--- src/hw/rtl/owhsr_pkg.sv ---
// ----------------------------------------------------------------------------
// owhsr_pkg: shared constants for the single-wire humidity sensor reader
// Widths of the receive path and timer, register indexes and reset values.
// ----------------------------------------------------------------------------
package owhsr_pkg;

  // receive path sizes
  localparam int DATA_BITS   = 32;  // 8 .. 32
  localparam int CHECK_BITS  = 8;
  localparam int TIMER_WIDTH = 16;  // 16 .. 24
  localparam int BIT_IDX_W   = 6;
  localparam int FRAME_BITS  = DATA_BITS + CHECK_BITS;

  // fixed pre-start high time in ticks
  localparam logic [TIMER_WIDTH:0] PRE_HIGH_TICKS = (TIMER_WIDTH + 1)'(4);

  // stream word widths
  localparam int IN_TDATA_W  = 8;
  localparam int OUT_FIELDS_W = 5 + 5 * 8;
  localparam int OUT_TDATA_W = ((OUT_FIELDS_W + 7) / 8) * 8;

  // configuration port
  localparam int CFG_IDX_W  = 2;
  localparam int CFG_DATA_W = 16;

  localparam logic [CFG_IDX_W-1:0] CFG_START_LOW    = CFG_IDX_W'(0);
  localparam logic [CFG_IDX_W-1:0] CFG_RELEASE      = CFG_IDX_W'(1);
  localparam logic [CFG_IDX_W-1:0] CFG_SETTLE       = CFG_IDX_W'(2);
  localparam logic [CFG_IDX_W-1:0] CFG_SAMPLE_DELAY = CFG_IDX_W'(3);

  localparam logic [15:0] START_LOW_RST    = 16'd25000;
  localparam logic [7:0]  RELEASE_RST      = 8'd60;
  localparam logic [7:0]  SETTLE_RST       = 8'd80;
  localparam logic [7:0]  SAMPLE_DELAY_RST = 8'd32;

endpackage

--- src/hw/rtl/one_wire_humidity_sensor_reader_core.sv ---
// ----------------------------------------------------------------------------
// one_wire_humidity_sensor_reader_core: single-wire sensor read sequencer
// Runs the start pulse, answer check and 40-bit receive of a single-wire
// temperature and humidity sensor, one microsecond tick per input word.
// ----------------------------------------------------------------------------
// Usage:
//   Each input word on the s_axis channel is one microsecond tick carrying
//   the sampled line level and a start request. For every input word the
//   block returns one output word on m_axis describing that tick: line drive
//   controls, busy and done flags, the answer flag and the received bytes.
//   The tick work is a short state update between the accepted input word
//   and the output register, the only storage in the path, so each result
//   comes next cycle; throughput is one word per cycle while unstalled.
//   When the receiver stalls, the output word holds and s_axis_tready drops
//   until that word is taken; the result register frees in the same cycle it
//   is read, so words flow back to back.
//   Reset returns the sequencer to idle, clears the shift registers and loads
//   the default timing registers. The user writes timing registers through the
//   cfg port only while no sequence is running; the block does not enforce it.
// ----------------------------------------------------------------------------
module one_wire_humidity_sensor_reader_core
  import owhsr_pkg::*;
(
  input  logic                   clk_i,
  input  logic                   rst_ni,
  // configuration write port
  input  logic                   cfg_we_i,
  input  logic [CFG_IDX_W-1:0]   cfg_idx_i,
  input  logic [CFG_DATA_W-1:0]  cfg_data_i,
  // tick input stream
  input  logic                   s_axis_tvalid,
  output logic                   s_axis_tready,
  // [0] start_request, [1] line_level, [7:2] zero
  input  logic [IN_TDATA_W-1:0]  s_axis_tdata,
  // result stream
  output logic                   m_axis_tvalid,
  input  logic                   m_axis_tready,
  // [0] drive_low, [1] drive_enable, [2] busy_res, [3] reading_done,
  // [4] sensor_answered, [12:5] humidity_int, [20:13] humidity_frac,
  // [28:21] temperature_int, [36:29] temperature_frac, [44:37] check_byte,
  // [47:45] zero
  output logic [OUT_TDATA_W-1:0] m_axis_tdata
);

  // sequencer phases
  localparam logic [3:0] PH_IDLE          = 4'd0;
  localparam logic [3:0] PH_PRE_HIGH      = 4'd1;
  localparam logic [3:0] PH_START_LOW     = 4'd2;
  localparam logic [3:0] PH_REL_HIGH      = 4'd3;
  localparam logic [3:0] PH_CHECK         = 4'd4;
  localparam logic [3:0] PH_WAIT_ANS_HIGH = 4'd5;
  localparam logic [3:0] PH_SETTLE        = 4'd6;
  localparam logic [3:0] PH_BIT_WAIT_LOW  = 4'd7;
  localparam logic [3:0] PH_BIT_WAIT_HIGH = 4'd8;
  localparam logic [3:0] PH_BIT_DELAY     = 4'd9;

  // timing registers
  logic [15:0] start_low_q;
  logic [7:0]  release_q;
  logic [7:0]  settle_q;
  logic [7:0]  sample_delay_q;

  // sequencer state
  logic [3:0]             phase_q, phase_d;
  logic [TIMER_WIDTH-1:0] tick_q, tick_d;
  logic [BIT_IDX_W-1:0]   bit_idx_q, bit_idx_d;
  logic [DATA_BITS-1:0]   data_q, data_d;
  logic [CHECK_BITS-1:0]  check_q, check_d;

  // output register
  logic                   out_valid_q;
  logic [OUT_TDATA_W-1:0] out_data_q;

  logic in_accept;
  logic start_req;
  logic line_lvl;
  logic drv_en, drv_low, busy, done, answered;
  logic [TIMER_WIDTH-1:0] tick_cur;
  logic [TIMER_WIDTH:0]   tick_inc;
  logic [TIMER_WIDTH:0]   dur;
  logic [BIT_IDX_W-1:0]   bit_idx_inc;
  logic [31:0]            data_ext;
  logic [OUT_TDATA_W-1:0] out_word;

  assign start_req = s_axis_tdata[0];
  assign line_lvl  = s_axis_tdata[1];

  // output register frees in the cycle it is taken
  assign s_axis_tready = !out_valid_q || m_axis_tready;
  assign in_accept     = s_axis_tvalid && s_axis_tready;

  // config register writes
  always_ff @(posedge clk_i or negedge rst_ni) begin
    if (!rst_ni) begin
      start_low_q    <= START_LOW_RST;
      release_q      <= RELEASE_RST;
      settle_q       <= SETTLE_RST;
      sample_delay_q <= SAMPLE_DELAY_RST;
    end else if (cfg_we_i) begin
      case (cfg_idx_i)
        CFG_START_LOW:    start_low_q    <= cfg_data_i[15:0];
        CFG_RELEASE:      release_q      <= cfg_data_i[7:0];
        CFG_SETTLE:       settle_q       <= cfg_data_i[7:0];
        CFG_SAMPLE_DELAY: sample_delay_q <= cfg_data_i[7:0];
        default: ;
      endcase
    end
  end

  // per-tick sequencer step
  always_comb begin
    phase_d   = phase_q;
    tick_d    = tick_q;
    bit_idx_d = bit_idx_q;
    data_d    = data_q;
    check_d   = check_q;
    drv_en    = 1'b0;
    drv_low   = 1'b0;
    busy      = 1'b0;
    done      = 1'b0;
    answered  = 1'b0;

    // a start request restarts from the pre-start high phase
    if (start_req) begin
      phase_d   = PH_PRE_HIGH;
      tick_d    = '0;
      bit_idx_d = '0;
      data_d    = '0;
      check_d   = '0;
    end

    tick_cur    = tick_d;
    tick_inc    = {1'b0, tick_cur} + (TIMER_WIDTH + 1)'(1);
    bit_idx_inc = bit_idx_d + BIT_IDX_W'(1);

    // duration of the current timed phase
    case (phase_d)
      PH_PRE_HIGH:  dur = PRE_HIGH_TICKS;
      PH_START_LOW: dur = (TIMER_WIDTH + 1)'(start_low_q);
      PH_REL_HIGH:  dur = (TIMER_WIDTH + 1)'(release_q);
      PH_SETTLE:    dur = (TIMER_WIDTH + 1)'(settle_q);
      default:      dur = (TIMER_WIDTH + 1)'(sample_delay_q);
    endcase

    case (phase_d)
      PH_IDLE: ;
      PH_PRE_HIGH, PH_START_LOW, PH_REL_HIGH: begin
        drv_en  = 1'b1;
        drv_low = (phase_d == PH_START_LOW);
        busy    = 1'b1;
        // driven phase ends on its last tick
        if (tick_inc >= dur) begin
          tick_d  = '0;
          phase_d = phase_d + 4'd1;
        end else begin
          tick_d = tick_inc[TIMER_WIDTH-1:0];
        end
      end
      PH_CHECK: begin
        if (!line_lvl) begin
          busy    = 1'b1;
          phase_d = PH_WAIT_ANS_HIGH;
        end else begin
          done    = 1'b1;
          phase_d = PH_IDLE;
        end
      end
      PH_WAIT_ANS_HIGH: begin
        busy = 1'b1;
        if (line_lvl) begin
          tick_d  = '0;
          phase_d = PH_SETTLE;
        end
      end
      PH_SETTLE: begin
        busy = 1'b1;
        if ({1'b0, tick_cur} >= dur) begin
          tick_d  = '0;
          phase_d = PH_BIT_WAIT_LOW;
        end else begin
          tick_d = tick_inc[TIMER_WIDTH-1:0];
        end
      end
      PH_BIT_WAIT_LOW: begin
        busy = 1'b1;
        if (!line_lvl) phase_d = PH_BIT_WAIT_HIGH;
      end
      PH_BIT_WAIT_HIGH: begin
        busy = 1'b1;
        if (line_lvl) begin
          tick_d  = '0;
          phase_d = PH_BIT_DELAY;
        end
      end
      PH_BIT_DELAY: begin
        busy = 1'b1;
        if ({1'b0, tick_cur} >= dur) begin
          tick_d = '0;
          // sample and shift in, data bits first, msb first
          if (bit_idx_d < BIT_IDX_W'(DATA_BITS)) begin
            data_d = {data_d[DATA_BITS-2:0], line_lvl};
          end else begin
            check_d = {check_d[CHECK_BITS-2:0], line_lvl};
          end
          bit_idx_d = bit_idx_inc;
          if (bit_idx_inc >= BIT_IDX_W'(FRAME_BITS)) begin
            busy     = 1'b0;
            done     = 1'b1;
            answered = 1'b1;
            phase_d  = PH_IDLE;
          end else begin
            phase_d = PH_BIT_WAIT_LOW;
          end
        end else begin
          tick_d = tick_inc[TIMER_WIDTH-1:0];
        end
      end
      default: phase_d = PH_IDLE;
    endcase
  end

  // result word packing
  assign data_ext = 32'(data_d);
  assign out_word = OUT_TDATA_W'({check_d[7:0], data_ext[7:0], data_ext[15:8],
                                  data_ext[23:16], data_ext[31:24],
                                  answered, done, busy, drv_en, drv_low});

  // sequencer state update
  always_ff @(posedge clk_i or negedge rst_ni) begin
    if (!rst_ni) begin
      phase_q   <= PH_IDLE;
      tick_q    <= '0;
      bit_idx_q <= '0;
      data_q    <= '0;
      check_q   <= '0;
    end else if (in_accept) begin
      phase_q   <= phase_d;
      tick_q    <= tick_d;
      bit_idx_q <= bit_idx_d;
      data_q    <= data_d;
      check_q   <= check_d;
    end
  end

  // output valid
  always_ff @(posedge clk_i or negedge rst_ni) begin
    if (!rst_ni) begin
      out_valid_q <= 1'b0;
    end else if (in_accept) begin
      out_valid_q <= 1'b1;
    end else if (m_axis_tready) begin
      out_valid_q <= 1'b0;
    end
  end

  // output payload
  always_ff @(posedge clk_i) begin
    if (in_accept) begin
      out_data_q <= out_word;
    end
  end

  assign m_axis_tvalid = out_valid_q;
  assign m_axis_tdata  = out_data_q;

endmodule

--- config.mk ---
export PLATFORM = sky130hd
export DESIGN_NAME = one_wire_humidity_sensor_reader_core
export DESIGN_NICKNAME = d
export VERILOG_FILES = /design/src/hw/rtl/owhsr_pkg.sv /design/src/hw/rtl/one_wire_humidity_sensor_reader_core.sv
export SDC_FILE = /design/constraint.sdc
export NUM_CORES = 1
export LEC_CHECK = 0
export ABC_AREA = 1
export BUFFER_PORTS_ARGS = -buffer_cell sky130_fd_sc_hd__buf_2
export CORE_MARGIN = 2
export CORE_UTILIZATION = 35
export CTS_CLUSTER_DIAMETER = 100
export DETAILED_ROUTE_END_ITERATION = 12
export GPL_TIMING_DRIVEN = 0
export MAX_ROUTING_LAYER = met4
export PLACE_DENSITY_LB_ADDON = 0.12
export RECOVER_POWER = 50
export SYNTH_ARGS = -nofsm -noshare
export SYNTH_HDL_FRONTEND = slang
export SYNTH_SLANG_ARGS = --single-unit
--- constraint.sdc ---
create_clock -name clk_i -period 3.25 [get_ports clk_i]
set_input_delay 0.4875 -clock clk_i [delete_from_list [all_inputs] [get_ports clk_i]]
set_output_delay 0.4875 -clock clk_i [all_outputs]
set_load 0.01 [all_outputs]
Word level (Yosys, flattened, before mapping)
Cells that the tools add are included.
Operators by class
  muxes and demuxes: 38
  reductions and logical operators: 14
  add/sub/neg operators: 3
  eq/ne operators: 12
  magnitude comparators: 4
Operators with widths (number)
  two-way mux 32 bit: 4
  two-way mux 16 bit: 4
  case mux 16 bit (4 select lines): 1
  case mux 16 bit (3 select lines): 1
  two-way mux 8 bit: 4
  case mux 4 bit (8 select lines): 1
  two-way mux 4 bit: 7
  two-way mux 6 bit: 3
  adder 16 x 1 -> 17 bit, second input constant: 1
  greater-or-equal comparator 16 x 17 -> 1 bit: 1
  greater-or-equal comparator 17 bit: 1
  == test 4 x 3 -> 1 bit, second input constant: 4
  two-way mux 1 bit: 9
  == test 4 x 2 -> 1 bit, second input constant: 2
  == test 4 bit, second input constant: 2
  AND reduction 2 bit: 4
  OR reduction 7 bit: 1
  adder 6 x 1 -> 6 bit, second input constant: 1
  greater-or-equal comparator 6 bit, second input constant: 1
  less-than comparator 6 bit, second input constant: 1
  two-way mux 3 bit: 2
  adder 4 x 1 -> 4 bit, second input constant: 1
  == test 2 bit, second input constant: 2
  == test 4 x 1 -> 1 bit, second input constant: 1
  11 further kinds: 12
Word-level totals
  output and inout port bits: 50
  input port bits: 31
  register bits after elaboration: 152
  word-level logic and storage cells: 84

Longest topological paths before layout
Gate-level depths: netlist (run 1).
  depth after elaboration: 6
  depth in mapped cells: 26
  depth with buffers taken out: 26

Least setup slack after synthesis (run 1)
Ideal clock, no wire load.
  path kind: input to register
  start point: input s_axis_tdata[0]
  end point: register tick_q[10]
  path slack: -519 ps
  path buffers: 4
  required time: 3129 ps
  setup time: 121 ps
  stages: 25
  data arrival time: 3649 ps
  cell sequence: buf_4 -> clkbuf_1 -> buf_1 -> nor2_1 -> ha_1 -> nand2_1 -> nor2_1 -> nand3_1 -> nor3_1 -> xor2_1 -> ha_1 -> nand2_1 -> nor3_1 -> nand2_1 -> nor4_1 -> nand3_1 -> nor2_1 -> nor2_2 -> nand2_2 -> inv_2 -> buf_6 -> nand3_1 -> nand3_1 -> nand2_1 -> nand2_1
Between the ends
  word-level cells in the longest chain between the ends: 6
  elaborated cells on any way between the ends: 20
  classes of those cells: add/sub: 1; order compare: 2; eq/ne: 7; mux: 7; reduce/logical: 3
Ends and longest elaborated chain
  start, declared: RTL line one_wire_humidity_sensor_reader_core.sv:34  | input logic [IN_TDATA_W-1:0] s_axis_tdata,
  branches (longest 5 deep; another with adder 16 x 1 -> 17 bit)
  case mux 16 bit (3 select lines) *: RTL line one_wire_humidity_sensor_reader_core.sv:145  | case (phase_d)
  end signal, assigned: RTL line one_wire_humidity_sensor_reader_core.sv:238  | tick_q <= tick_d;
  end, declared: RTL line one_wire_humidity_sensor_reader_core.sv:65  | logic [TIMER_WIDTH-1:0] tick_q, tick_d;
Mark *: on every way between the ends.
A chain may end at the register's enable or synchronous reset.

Worst setup path after layout (run 1)
  start point: input s_axis_tdata[0]
  end point: register tick_q[7]
The elaborated chain is that of the path after synthesis.

==> qor.yml, run 1 <==
power_and_ir_drop:
  worst_ir_drop_vdd_mv: 0.332
  power_density_mw_per_mm2: 536
  p_leak_nw: 5.43
finish:
  area_delta_synth_final_pct: 33.8
  final_area_sq_mm: 0.0115
  drive_above_1_share: 0.301
  ff_latch_area_sq_mm: 0.00405
  antenna_cells: 0
  stdcell_count: 1577
  fin_util: 0.474
  multi_input_area_sq_mm: 0.00470
  final_nets: 1304
  fill_cells: 2431
timing:
  worstMarginPinSlew_ns: 1.56
  fin_tns_setup_ns: -7.71
  drv_slew: 27
  setup_viol: 99
  slew_headroom: -0.0376
  skew_ns: 0.0112
  finalCritPeriodShare: 1.05
  layout_setup_ws_ns: -0.167
  rsz0062_at_grt: "yes"
  max_freq_mhz: 293
  finalCriticalPeriod_ns: 3.42
  hold_viol_final: 0
die:
  start_util: 0.354
  die_h_um: 161
  die-area_sq_mm: 0.0258
  dieWidth_um: 161
  core_area_sq_mm: 0.0242
  num_rows: 57
  ioPinCount: 81
cts:
  clock_latency_ns: 0.43
  cts_tree: "yes"
  cts.reportedPaths.clkPinSlew_ns: 0.06
  numCtsBuffers: 17
  clockBufferDepth: 2
  cts-root-buf: "clkbuf_16"
  cts.sinks: 152
  cts_max_level: 4
setup_path:
  path_buf_inv: 6
  crit_slowest_cell: "ha_1"
  critPathTopFamily: "simple AND/OR/NAND/NOR gates"
  critical_path_class: "in2reg"
  required_ns: 3.56
  slowest_delay_ns: 0.32
  critPathLaunchType: "input pin"
  r2r_setup_slack_ns: -0.13
  cp_max_fo: 6
  cp-end-kind: "flip-flop"
  crit_arrival_ns: 3.73
global_routing:
  grt-ovfl-total: 0
  first_global_vias: 7444
  track_usage: 0.198
  grt_max_degree: 83
  antenna_found_initial: 0
  grt_pass1_wl_mm: 39.3
placement:
  dpl_cell_area_sq_mm: 0.00949
  gp_congestion: 0.885
  dpl_worst_slack_ns: -1.11
  dp.cells: 1481
  port_buffers: 71
  place_hpwl_mm: 15.7
status:
  violations: "max-capacitance violations, max-slew violations, negative setup slack"
  outcome: "finished with violations"
route:
  drt.antenna.violating_nets: 0
  vias: 7675
  via_per_inst: 4.87
  wl_per_cell_um: 15.6
  drt-initial-drc-count: 371
  drt-pass1-iter-count: 5
  routed_wl_mm: 24.5
  drc: 0
synthesis:
  synth_edf_count: 45
  synth.area.top_cells: "dfrtp_1 27%, edfxtp_1 16%, nand2_1 15%, nand3_1 6.2%, inv_1 5.1%"
  synthFlopType: "dfrtp_1"
  synthCells: 1083
  synth_top_area_frac: 0.274
  synth_cell_types: 48
  ys_async_sr_fraction: 0.704
  yosysTopAreaCell: "dfrtp_1"
  yosysSeqAreaShare: 0.471
  synth_area_sq_mm: 0.00859
  synth-seq-cells: 152
  yosysMostFrequentCell: "nand2_1"
  yosys-top-cells-count: "340 x nand2_1, 117 x inv_1, 106 x nand3_1"
  syn_avg_cell_area_sq_um: 7.94
  yosysWarnings: 0
worst_hold_path:
  hold_class: "in2reg"
run:
  timing.max_cap.violations: 1
-- cells in the final DEF (no fill, tap or decap), types with 20 or more instances in the layout --
cell      instances
nor2_1           72
buf_4            54
edfxtp_1         45
nand3_2          35
clkbuf_1         25
nand3_1          67
buf_2            74
inv_1           110
o21ai_1          38
nand2_1         283
ha_1             28
nand2_4          20
nand2_2          44
o21ai_0          41
dfrtp_1          91
-- per-layer routing --
metal | share of wire | track usage
met5 | 0 | -
met4 | 0.0075 | 0.0463
met3 | 0.039 | 0.0354
met2 | 0.50 | 0.327
met1 | 0.45 | 0.255
-- through the flow --
stage               total power [mW]  hold slack (ns)
floorplan                       3.09            0.192
global placement                3.49            0.465
detailed placement              3.50            0.383
CTS                             6.04            0.268
global route                    6.46            0.272
finish                          6.16            0.285
-- sequential cells by signal, summed over array words and instances, names as in the netlist --
register	count
bit_idx_q	6
check_q	8
data_q	32
m_axis_tdata	45
m_axis_tvalid	1
phase_q	4
release_q	8
sample_delay_q	8
settle_q	8
start_low_q	16
tick_q	16
-- timing repair --
item / in CTS / in global routing
hold endpoints to repair: 25 / 0
cloned: 4 / 3
pin swaps: 48 / 45
buffers inserted: 39 / 18
resized for setup: 89 / 143
hold buffers: 1 / 0
endpoints found under the setup margin: 109 / 109
-- worst paths after layout --
kind | cells after the start | to | startpoint
worst min-delay path | 2 | start_low_q[14]$_DFFE_PN1P_ | cfg_data_i[14]
min in group asynchronous | 2 | data_q[7]$_DFFE_PN0P_ | rst_ni
max in group asynchronous | 3 | phase_q[3]$_DFFE_PN0P_ | rst_ni
worst min register to register | 2 | tick_q[9]$_DFFE_PN0P_ | tick_q[9]$_DFFE_PN0P_
worst max-delay path | 26 | tick_q[7]$_DFFE_PN0P_ | s_axis_tdata[0]
worst max register to register | 22 | tick_q[7]$_DFFE_PN0P_ | tick_q[1]$_DFFE_PN0P_
-- logic make-up (layout without fill, tap and decap cells) --
group                      after synthesis  after routing  share of synthesized area
AOI/OAI and AO/OA                      132            132                     0.0869
xor gates and xnor gates                19             19                     0.0194
adders and majority gates               33             33                     0.0480
buffers and inverters                  168            334                     0.0817
DFF                                    152            152                      0.471
muxes                                    8              8                     0.0105
other                                    1              3                   0.000436
and+or+nand+nor                        570            572                      0.282
-- where the power goes --
group          switching, mW  total, mW  internal [mW]
logic                   1.13       1.94          0.808
registers             0.0826       2.23           2.15
clock network          0.911       2.00           1.09
-- worst reg2reg max path, delay by kind of cell, from the launching register on --
family / cells / cell delay [ns]
DFF: 1 / 0.35
and+or+nand+nor: 16 / 1.88
xor gates and xnor gates: 1 / 0.21
buffers and inverters: 4 / 0.51
adders and majority gates: 1 / 0.30
-- layout make-up --
cell class | instances | share of cell area
plain buffers | 47 | 0.0317
clock buffers | 18 | 0.0373
clock inverters | 14 | 0.0132
inverters | 121 | 0.0406
multi-input cells | 767 | 0.409
flip-flops and latches | 152 | 0.352
well taps | 324 | 0.0353
repair buffers | 134 | 0.0811
No activity file was read; power rests on OpenSTA's default activity.
==> run 2: changes to the inputs <==
- clock period: 3.25 -> 3.8 ns (I/O delays scaled with it)
==> qor.yml, run 2 (synthesized netlist as in run 1, its figures left out) <==
die:
  die-area_sq_mm: 0.0258  # unchanged
  ioPinCount: 81  # unchanged
  dieWidth_um: 161  # unchanged
  core_area_sq_mm: 0.0242  # unchanged
  start_util: 0.354  # unchanged
  num_rows: 57  # unchanged
  die_h_um: 161  # unchanged
route:
  drt-initial-drc-count: 343  # -7.5%
  drt-pass1-iter-count: 5  # unchanged
  vias: 7330  # -4.5%
  drt.antenna.violating_nets: 0  # unchanged
  routed_wl_mm: 22.2  # -9.3%
  drc: 0  # unchanged
  via_per_inst: 4.81  # -1.2%
  wl_per_cell_um: 14.6  # -6.2%
cts:
  clockBufferDepth: 2  # unchanged
  numCtsBuffers: 17  # unchanged
  cts.reportedPaths.clkPinSlew_ns: 0.07  # about the same
  cts.sinks: 152  # unchanged
  clock_latency_ns: 0.43  # about the same
  cts_max_level: 4  # unchanged
  cts-root-buf: "clkbuf_16"
  ctsHoldBuffers: 0  # -1
  cts_tree: "yes"
timing:
  hold_viol_final: 0  # unchanged
  layout_setup_ws_ns: 0.237  # +0.404 ns
  skew_ns: 0.0124  # +0.00121 ns
  setup_viol: 0  # -100%
  drv_slew: 43  # +59%
  finalCritPeriodShare: 0.938
  slew_headroom: -0.594  # -0.556
  worstMarginPinSlew_ns: 2.39  # +0.834 ns
  finalCriticalPeriod_ns: 3.56
  max_freq_mhz: 281
run:
  timing.max_cap.violations: 1  # unchanged
setup_path:
  required_ns: 4.11  # +0.55 ns
  critical_path_class: "in2reg"
  crit_arrival_ns: 3.88  # +0.15 ns
  cp_max_fo: 19  # +13
  critPathLaunchType: "input pin"
  r2r_setup_slack_ns: 0.32  # +0.45 ns
  cp-end-kind: "flip-flop"
finish:
  drive_above_1_share: 0.148  # -0.153
  largest_register_ff_count: 45  # unchanged
  multi_input_area_sq_mm: 0.00399  # -15%
  mostFrequentLayoutCells: "337 x nand2_1, 113 x inv_1, 104 x nand3_1"
  fill_cells: 2502  # +2.9%
  final_common_cell: "nand2_1"
  final_nets: 1252  # -4.0%
  area_delta_synth_final_pct: 18.0
  antenna_cells: 0  # unchanged
  final_area_sq_mm: 0.0101  # -12%
  fin_util: 0.418  # -0.0558
  ff_latch_area_sq_mm: 0.00405  # about the same
status:
  violations: "max-capacitance violations, max-slew violations"
  outcome: "finished with violations"
global_routing:
  grt_max_degree: 67  # -19%
  grt-ovfl-total: 0  # unchanged
  first_global_vias: 7149  # -4.0%
  antenna_found_initial: 0  # unchanged
  grt_pass1_wl_mm: 37.0  # -5.9%
  track_usage: 0.186  # -0.0127
placement:
  dpl_cell_area_sq_mm: 0.00940  # -0.99%
  dpl_worst_slack_ns: -1.17  # -0.0654 ns
  port_buffers: 71  # unchanged
  gp_congestion: 0.875  # -1.2%
  place_hpwl_mm: 15.7  # +0.26%
power_and_ir_drop:
  power.total_mw: 4.63  # -25%
  worst_ir_drop_vdd_mv: 0.326  # -1.9%
  power_density_mw_per_mm2: 456  # -15%
  p_leak_nw: 4.80  # -12%
worst_hold_path:
  hold_class: "in2reg"
## run 2: final cells by class
cell class | instances | area share
timing repair buffer | 85 | 0.0427
clock inverter | 14 | 0.0112
multi-input combinational | 765 | 0.393
buffer | 46 | 0.0268
inverter | 121 | 0.0450
clock buffer | 18 | 0.0423
sequential | 152 | 0.399
tap | 324 | 0.0400
## run 2: per-layer routing
metal / share of wire / global-route usage / routed length, um
met4: 0.015 / 0.0479 / 324
met3: 0.039 / 0.0305 / 871
met5: 0 / - / 0
met1: 0.47 / 0.238 / 10400
met2: 0.48 / 0.307 / 10600
## run 2: timing repair
action | in CTS | in global routing
buffers inserted | 8 | 5
setup endpoints to repair | 108 | 108
pin swaps | 5 | 10
resized for setup | 8 | 43
## run 2: final timing paths
path / to / from / cells after the start
worst max-delay path: tick_q[7]$_DFFE_PN0P_ / s_axis_tdata[0] / 25
min in group asynchronous: data_q[7]$_DFFE_PN0P_ / rst_ni / 1
worst min-delay path: start_low_q[10]$_DFFE_PN0P_ / cfg_data_i[10] / 2
worst max register to register: check_q[0]$_DFFE_PN0P_ / phase_q[0]$_DFFE_PN0P_ / 24
worst min register to register: tick_q[15]$_DFFE_PN0P_ / tick_q[15]$_DFFE_PN0P_ / 2
max in group asynchronous: phase_q[0]$_DFFE_PN0P_ / rst_ni / 2
## run 2: report_power, final
| part | switching, mW | total, mW | internal [mW] |
|---|---|---|---|
| sequential | 0.0701 | 1.91 | 1.84 |
| combinational | 0.733 | 1.12 | 0.383 |
| clock | 0.753 | 1.61 | 0.855 |
## run 2: critical path, stage by stage
cell and delay [ns]:
buf_2 0.13, buf_6 0.18, buf_6 0.17, nor2_4 0.11, ha_1 0.18, nand2_2 0.11, nor2_4 0.15, nand3_2 0.12
nor3_1 0.19, xor2_1 0.30, ha_1 0.21, nand2_1 0.08, nor3_1 0.14, nand2_1 0.08, nor4_2 0.20, nand3_1 0.10
nor2_1 0.11, nor2_2 0.08, nand2_2 0.12, inv_4 0.07, buf_6 0.15, nand3_1 0.06, nand3_1 0.10, nand2_1 0.08
nand2_1 0.06
## run 2: per-stage QoR
stage               hold WS (ns)  setup TNS, ns  std cells
floorplan                  0.274              0       1085
global placement           0.465         -80.17       1480
detailed placement         0.465         -78.60       1481
CTS                       0.0677              0       1520
global route               0.353        -0.0908       1525
finish                     0.371              0       1525
